**src/hdl/distinct_level_ranker_defines.svh**
```systemverilog
// assertion macros
`ifndef DISTINCT_LEVEL_RANKER_DEFINES_SVH
`define DISTINCT_LEVEL_RANKER_DEFINES_SVH
`define DLR_ASSERT_IMP(lbl, clk, rstn, a, c) \
  lbl: assert property (@(posedge clk) disable iff (!rstn) (a) |-> (c)) else $error("%m failed");
`define DLR_ASSERT_NXT(lbl, clk, rstn, a, c) \
  lbl: assert property (@(posedge clk) disable iff (!rstn) (a) |=> (c)) else $error("%m failed");
`endif

```
**src/hdl/dlr_pkg.sv**
```systemverilog
`timescale 1ns / 1ps
package dlr_pkg;
  localparam int KEY_W = 40;
  localparam int CNT_W = 10;
  localparam int DEG_W = 15;
  localparam logic signed [KEY_W-1:0] SENTINEL = {1'b0, {(KEY_W-1){1'b1}}};
  localparam logic [DEG_W-1:0] DEG_CAP = '1;
  localparam logic [1:0] CMD_APPEND = 2'd0;
  localparam logic [1:0] CMD_READ = 2'd1;
  localparam logic [1:0] CMD_CLEAR = 2'd2;
  localparam logic [1:0] CMD_SPARE = 2'd3;
  localparam logic [0:0] REG_GRID = 1'b0;
  localparam logic [0:0] REG_MODE = 1'b1;
  typedef enum logic [2:0] {
    ST_IDLE, ST_SCAN, ST_TIE, ST_EMIT, ST_HOLD
  } state_t;
  typedef struct packed {
    logic [1:0] command;
    logic signed [KEY_W-1:0] energy_key;
    logic [7:0] row_tag;
    logic [7:0] col_tag;
    logic [4:0] level_index;
  } in_item_t;
  typedef struct packed {
    logic signed [KEY_W-1:0] level_key;
    logic [CNT_W-1:0] tie_count;
    logic [DEG_W-1:0] weighted_degeneracy;
    logic [7:0] tie_row;
    logic [7:0] tie_col;
    logic empty_level;
    logic last_of_level;
    logic store_overflow;
    logic ties_truncated;
  } out_item_t;
endpackage

```
**src/hdl/dlr_weight.sv**
```systemverilog
`timescale 1ns / 1ps
module dlr_weight #(
  parameter int TAG_BITS = 8
) (
  input  logic [TAG_BITS-1:0] s,
  input  logic [TAG_BITS-1:0] t,
  input  logic [7:0]          g,
  input  logic                mode,
  output logic [9:0]          w
);
  import dlr_pkg::*;
  logic [8:0] sx, tx, h, f;
  logic s_end, t_end, s_mid, t_mid;
  always_comb begin
    sx = 9'(s);
    tx = 9'(t);
    f = {1'b0, g};
    h = {2'b0, g[7:1]};
    s_end = (sx == h) || (sx == f);
    t_end = (tx == h) || (tx == f);
    s_mid = (h < sx) && (sx < f);
    t_mid = (h < tx) && (tx < f);
    if (!mode) begin
      if (s_end && t_end) w = 10'd1;
      else if ((s_end && t_mid) || (t_end && s_mid)) w = 10'd2;
      else if (s_mid && t_mid) w = 10'd4;
      else w = 10'd1000;
    end else begin
      if ((tx == f && sx == f) || (tx == h && sx == h)) w = 10'd1;
      else if (sx == h && tx == f) w = 10'd2;
      else if ((sx == h && t_mid) || (tx == f && s_mid) ||
               (tx != f && tx != h && sx == tx)) w = 10'd4;
      else w = 10'd8;
    end
  end
endmodule

```
**config.mk**
```make
export PLATFORM = sky130hd
export DESIGN_NAME = dlr_weight
export DESIGN_NICKNAME = d
export VERILOG_FILES = /design/src/hdl/distinct_level_ranker_defines.svh /design/src/hdl/dlr_pkg.sv /design/src/hdl/dlr_weight.sv
export SDC_FILE = /design/constraint.sdc
export NUM_CORES = 1
export LEC_CHECK = 0
export ABC_AREA = 1
export ABC_CLOCK_PERIOD_IN_PS = 2510
export BUFFER_PORTS_ARGS = -buffer_cell sky130_fd_sc_hd__buf_2
export CAP_MARGIN = 20
export CORE_MARGIN = 4
export CORE_UTILIZATION = 50
export DETAILED_ROUTE_END_ITERATION = 7
export PLACE_DENSITY_LB_ADDON = 0.3
export RECOVER_POWER = 100
export SYNTH_ARGS = -nofsm -noshare
export SYNTH_HDL_FRONTEND = slang
export SYNTH_SLANG_ARGS = --single-unit
```
**constraint.sdc**
```tcl
create_clock -name vclk -period 2.51
set_clock_uncertainty 0.1 [all_clocks]
set_input_delay 0.251 -clock vclk [all_inputs]
set_output_delay 0.251 -clock vclk [all_outputs]
set_load 0.01 [all_outputs]
```
==> results of run 1 <==
## metal layers
layer | vias up | GRT usage [%] | wire (µm)
met1 | 520 | 21.1 | 1180
met3 | 0 | 0 | 107
met5 | - | 0 | 0
met2 | 20 | 30.5 | 1230
met4 | 0 | 0 | 0
li1 | 723 | - | -
## cell usage after synthesis
cell	n	area (µm²)
o21ai_2	1	8.76
ha_1	30	375
o21bai_1	2	15.0
nand3b_1	1	7.51
nor2_4	1	11.3
nor2_2	2	12.5
nor2_1	20	75.1
conb_1	1	3.75
nand2_1	75	282
inv_1	47	176
a21oi_1	7	35.0
a21oi_2	1	8.76
xnor2_1	1	8.76
nand3_1	6	30.0
buf_4	5	37.5
nand2_2	2	12.5
nand4_1	9	56.3
inv_2	6	22.5
## power by group
| group | leakage [nW] | internal [mW] | switching, mW | total [mW] |
|---|---|---|---|---|
| Combinational | 0.922 | 0.0845 | 0.130 | 0.215 |
| Clock | 0 | 0 | 0 | 0 |
| Sequential | 0 | 0 | 0 | 0 |
## critical path, cell delays in order
cell      delay [ps]
buf_2             90
inv_1            130
ha_1             260
nand2_1           90
inv_2             30
nand2_1           80
inv_1             50
nand2_2           60
nand2_1           80
a21oi_2          210
nand4_1          130
inv_1            130
clkbuf_1         170
## final cells by class
cell class,count,area [µm²]
Timing Repair Buffer,34,161
Tap cell,28,35.0
Fill cell,274,903
Multi-Input combinational cell,159,935
Inverter,53,199
## worst paths after layout
check	from	end	slack (ps)	cells after the start
max	g[1]	w[7]	400	13
min	mode	w[1]	770	5
## kinds of logic after synthesis
logic type,after synthesis,synth area share [%]
AO/OA/AOI/OAI,11,5.73
XOR/XNOR,1,0.743
adder cells (fa/ha/maj),30,31.8
buffers and inverters,58,20.1
other,1,0.318
AND/OR/NAND/NOR,116,41.3
## metrics by stage
step	cells	power, mW	utilization [%]	hold slack [ps]	area, µm²
finish	274	0.215	59.6	772	1330
global route	274	0.254	59.6	814	1330
CTS	274	0.223	60.3	757	1350
detailed placement	274	0.222	60.3	753	1350
global placement	274	0.218	60.3	762	1350
floorplan	217	0.160	-	555	1180
==> results.yml, run 1 <==
run_status:
  outcome: "completed"
finish:
  n_clock_buffer: 0
  n_antenna_cell: 0
  nNetsFinal: 303
  seq_cell_count: 0
  area_growth_syn_to_layout_pct: 12.8
  layout_commonest_cell: "nand2_1"
  drive_above_1_share_pct: 15.9
  seqCellArea_um2: 0
  layout_common_cells: "nand2_1, inv_1, ha_1"
sta:
  finalWorstSetupSlack_ps: 396
  rsz0062_at_grt: "false"
  drv_slew: 0
  finalCritPeriodShare_pct: 84.2
  fin_crit_ps: 2110
  setup_viol: 0
  tns_ps: 0
  max_freq_ghz: 0.473
  hold_viol: 0
worst_setup_path:
  critPathLaunchType: "input pin"
  cp_max_fo: 5
  endpoint_kind: "output port"
  criticalPathCategory: "in -> out"
  crit_required_ps: 2160
  cp.arrival_ps: 1760
die:
  die_w_um: 56.6
  dieArea_mm2: 0.00320
  io_pins: 35
  initial_core_util_pct: 52.8
  fp-row-count: 17
  core_mm2: 0.00223
  fp.dieH_um: 56.6
detailed_routing:
  postRouteAntennaNets: 0
  drc_errors: 0
  vias_per_cell: 4.61
  drt-initial-drc-count: 15
  wire_per_inst_um: 9.20
  finalWirelength_um: 2520
  via_count: 1263
  drt_pass1_iterations: 4
run:
  maxCapViolCount: 0
logic_synthesis:
  synth_seq_area_share_pct: 0
  avgSynthCellArea_um2: 5.43
  synth_cell_types: 18
  ys_warn_count: 0
  synth.net_count: 272
  syn_inst: 217
  synth_area_mm2: 0.00118
min_path:
  hold_path.class: "in -> out"
global_routing:
  gr-usage-all-layers_pct: 16.0
  grt_pass1_vias: 1157
  antenna_found_initial: 0
  grt_pass1_wl_um: 4360
  grt_max_degree: 6
  overflow: 0
power_and_ir_drop:
  ir_worst_vdd_v: 0.0000808
  p_per_area_mw_per_mm2: 162
  p_leak_nw: 0.922
placed_design:
  post-dp-hpwl_um: 2370
  gp_congestion: 0.867
  port_buffers: 34
  pre_cts_slack_ps: 411
clock_tree:
  ctsResizeCount: 0
  post_cts_buffers: 0
  postCtsHoldBufs: 0
Note: power is estimated with default switching activity, not from simulation.
==> run 2: changes to the inputs <==
ABC_AREA = 0   (was 1)
ABC_CLOCK_PERIOD_IN_PS = 1800   (was 2510)
CORE_UTILIZATION = 49   (was 50)
clock period = 1.8 ns   (was 2.51 ns; I/O delays follow)
==> run 2 against run 1 <==
  * The run now ends with negative setup slack left
  * Sequential share of layout area unchanged
  * Area after synthesis is 14% lower
  * Die area down 11%
  * Critical path depth is 4 lower
  * First-iteration DRC count grew to 4.2 times the previous value
  * Global-route usage increased by 14 points
  * Sequential cell count unchanged
  * Combinational power increased by 130%
  * Synthesized cell count decreased by 37%
  * Cell count shrank 15%
==> results.yml, run 2 <==
power_and_ir_drop:
  p_leak_nw: 0.864
  clkPwrFrac_pct: 0
  p_switching_uw: 260
  power_uw: 502
  ir_worst_vdd_v: 0.000197
  pwr-share-comb_pct: 100.0
  switching_share_pct: 51.8
  seq_power_share_pct: 0
  p_int_uw: 242
  p_per_area_mw_per_mm2: 272
logic_synthesis:
  avgSynthCellArea_um2: 7.45
  synthXorXnorAreaFrac_pct: 6.91
  synth_area_leaders: "ha_1, inv_1, xnor2_1"
  yosys.area_share.simple_pct: 22.5
  synth_cell_types: 34
  synth_compound_area_share_pct: 21.4
  yosysTopAreaCell: "ha_1"
  synth_seq_area_share_pct: 0
  synth.net_count: 191
  synth_top_family_by_area: "adder cells"
  syn_inst: 136
  synth_top_cell_area_share_pct: 37.0
  ys_warn_count: 0
  synth_common_cells: "ha_1, inv_1, a21oi_1"
  synth_area_mm2: 0.00101
  yosysMostFrequentCell: "ha_1"
  synth_mux_area_share_pct: 0
  synthAdderAreaFrac_pct: 37.0
sta:
  finalCritPeriodShare_pct: 123
  fin_crit_ps: 2210
  tns_ps: -3140
  drv_slew: 0
  rsz0062_at_grt: "true"
  max_freq_ghz: 0.452
  setup_viol: 9
  hold_viol: 0
  whs_ps: 678
  finalWorstSetupSlack_ps: -412
finish:
  drive_above_1_share_pct: 61.5
  n_antenna_cell: 0
  layout_common_cells: "buf_4, buf_2, ha_1"
  seq_cell_count: 0
  seqCellArea_um2: 0
  area_growth_syn_to_layout_pct: 82.1
  nNetsFinal: 262
  n_clock_buffer: 0
  layout_commonest_cell: "buf_4"
  multiInputGateArea_mm2: 0.00119
  stdcell_count: 232
  fill_cells: 62
detailed_routing:
  finalWirelength_um: 5190
  drc_errors: 0
  vias_per_cell: 6.36
  postRouteAntennaNets: 0
  drt-initial-drc-count: 63
  drt_pass1_iterations: 4
  wire_per_inst_um: 22.4
  via_count: 1475
global_routing:
  antenna_found_initial: 0
  overflow: 0
  grt_pass1_vias: 1424
  grt_max_degree: 8
  grt_pass1_wl_um: 6420
  gr-usage-all-layers_pct: 30.0
die:
  initial_core_util_pct: 51.7
  fp.dieH_um: 53.5
  dieArea_mm2: 0.00286
  fp-row-count: 16
  core_mm2: 0.00196
  die_w_um: 53.5
  io_pins: 35
run_status:
  outcome: "complete, but fails checks"
  violations: "negative setup slack"
placed_design:
  gp_congestion: 0.880
  pre_cts_slack_ps: -370
  port_buffers: 34
  post-dp-hpwl_um: 2840
  dp.cells: 226
worst_setup_path:
  cp.arrival_ps: 1930
  cp_max_fo: 3
  endpoint_kind: "output port"
  crit_required_ps: 1520
  criticalPathCategory: "in -> out"
  critPathLaunchType: "input pin"
run:
  maxCapViolCount: 0
min_path:
  holdPathEnd: "w[0]"
  min-delay-start: "mode"
  whs_path_depth: 3
  hold_path.class: "in -> out"
clock_tree:
  postCtsHoldBufs: 0
[run 2: worst max-delay path, stage by stage]
cell	delay, ps
buf_2	120
inv_1	90
ha_4	280
nand4b_1	240
a21oi_2	310
nor3_2	100
and3_1	180
o31a_1	280
buf_2	140
[run 2: how the worst max path moves through the flow]
| stage | startpoint | to | slack (ps) | cells after the start |
|---|---|---|---|---|
| after floorplan | t[5] | w[1] | -4 | 8 |
| after global placement | g[1] | w[1] | -350 | 10 |
| after detailed placement | t[5] | w[1] | -370 | 10 |
| after CTS | g[7] | w[1] | -290 | 10 |
| after global routing | t[0] | w[2] | -490 | 11 |
| final | s[6] | w[1] | -410 | 9 |
[run 2: area by class of cell]
| class | count | area share [%] |
|---|---|---|
| multi-input combinational | 109 | 64.3 |
| timing repair buffer | 74 | 28.9 |
| inverter | 22 | 4.88 |
| tap | 27 | 1.83 |
[run 2: power groups by stage]
stage	registers (mW)	logic, mW	clock network, mW
2_1_floorplan	0	0.207	0
3_3_place_gp	0	0.334	0
3_5_place_dp	0	0.351	0
4_1_cts	0	0.415	0
5_1_grt	0	0.538	0
6_report	0	0.502	0
[run 2: per-stage QoR]
stage / utilization [%] / cell area, µm²
after floorplan: - / 1030
after global placement: 73.9 / 1450
after detailed placement: 73.9 / 1450
after CTS: 88.1 / 1730
after global routing: 94.1 / 1850
final: 94.1 / 1850
[run 2: cells by family (layout without fill, tap and decap cells)]
kind of cell | Yosys count | count (layout)
XOR/XNOR | 8 | 8
buffers and inverters | 27 | 96
adder cells (fa/ha/maj) | 30 | 30
other | 1 | 1
AO/OA/AOI/OAI | 32 | 32
AND/OR/NAND/NOR | 38 | 38
[run 2: what timing repair did]
action,in CTS,in global routing
endpoints found under the setup margin,9,9
buffers inserted,5,1
pin swaps,27,13
gates resized for setup,40,27
[run 2: metal layers]
layer  GRT usage [%]  up-vias  part of all wire, %
met5               0        -                    0
met4            9.79        0                  9.5
met3            3.10       58                  9.4
met2            60.2      128                   48
met1            31.4      654                   33
li1                -      635                    -
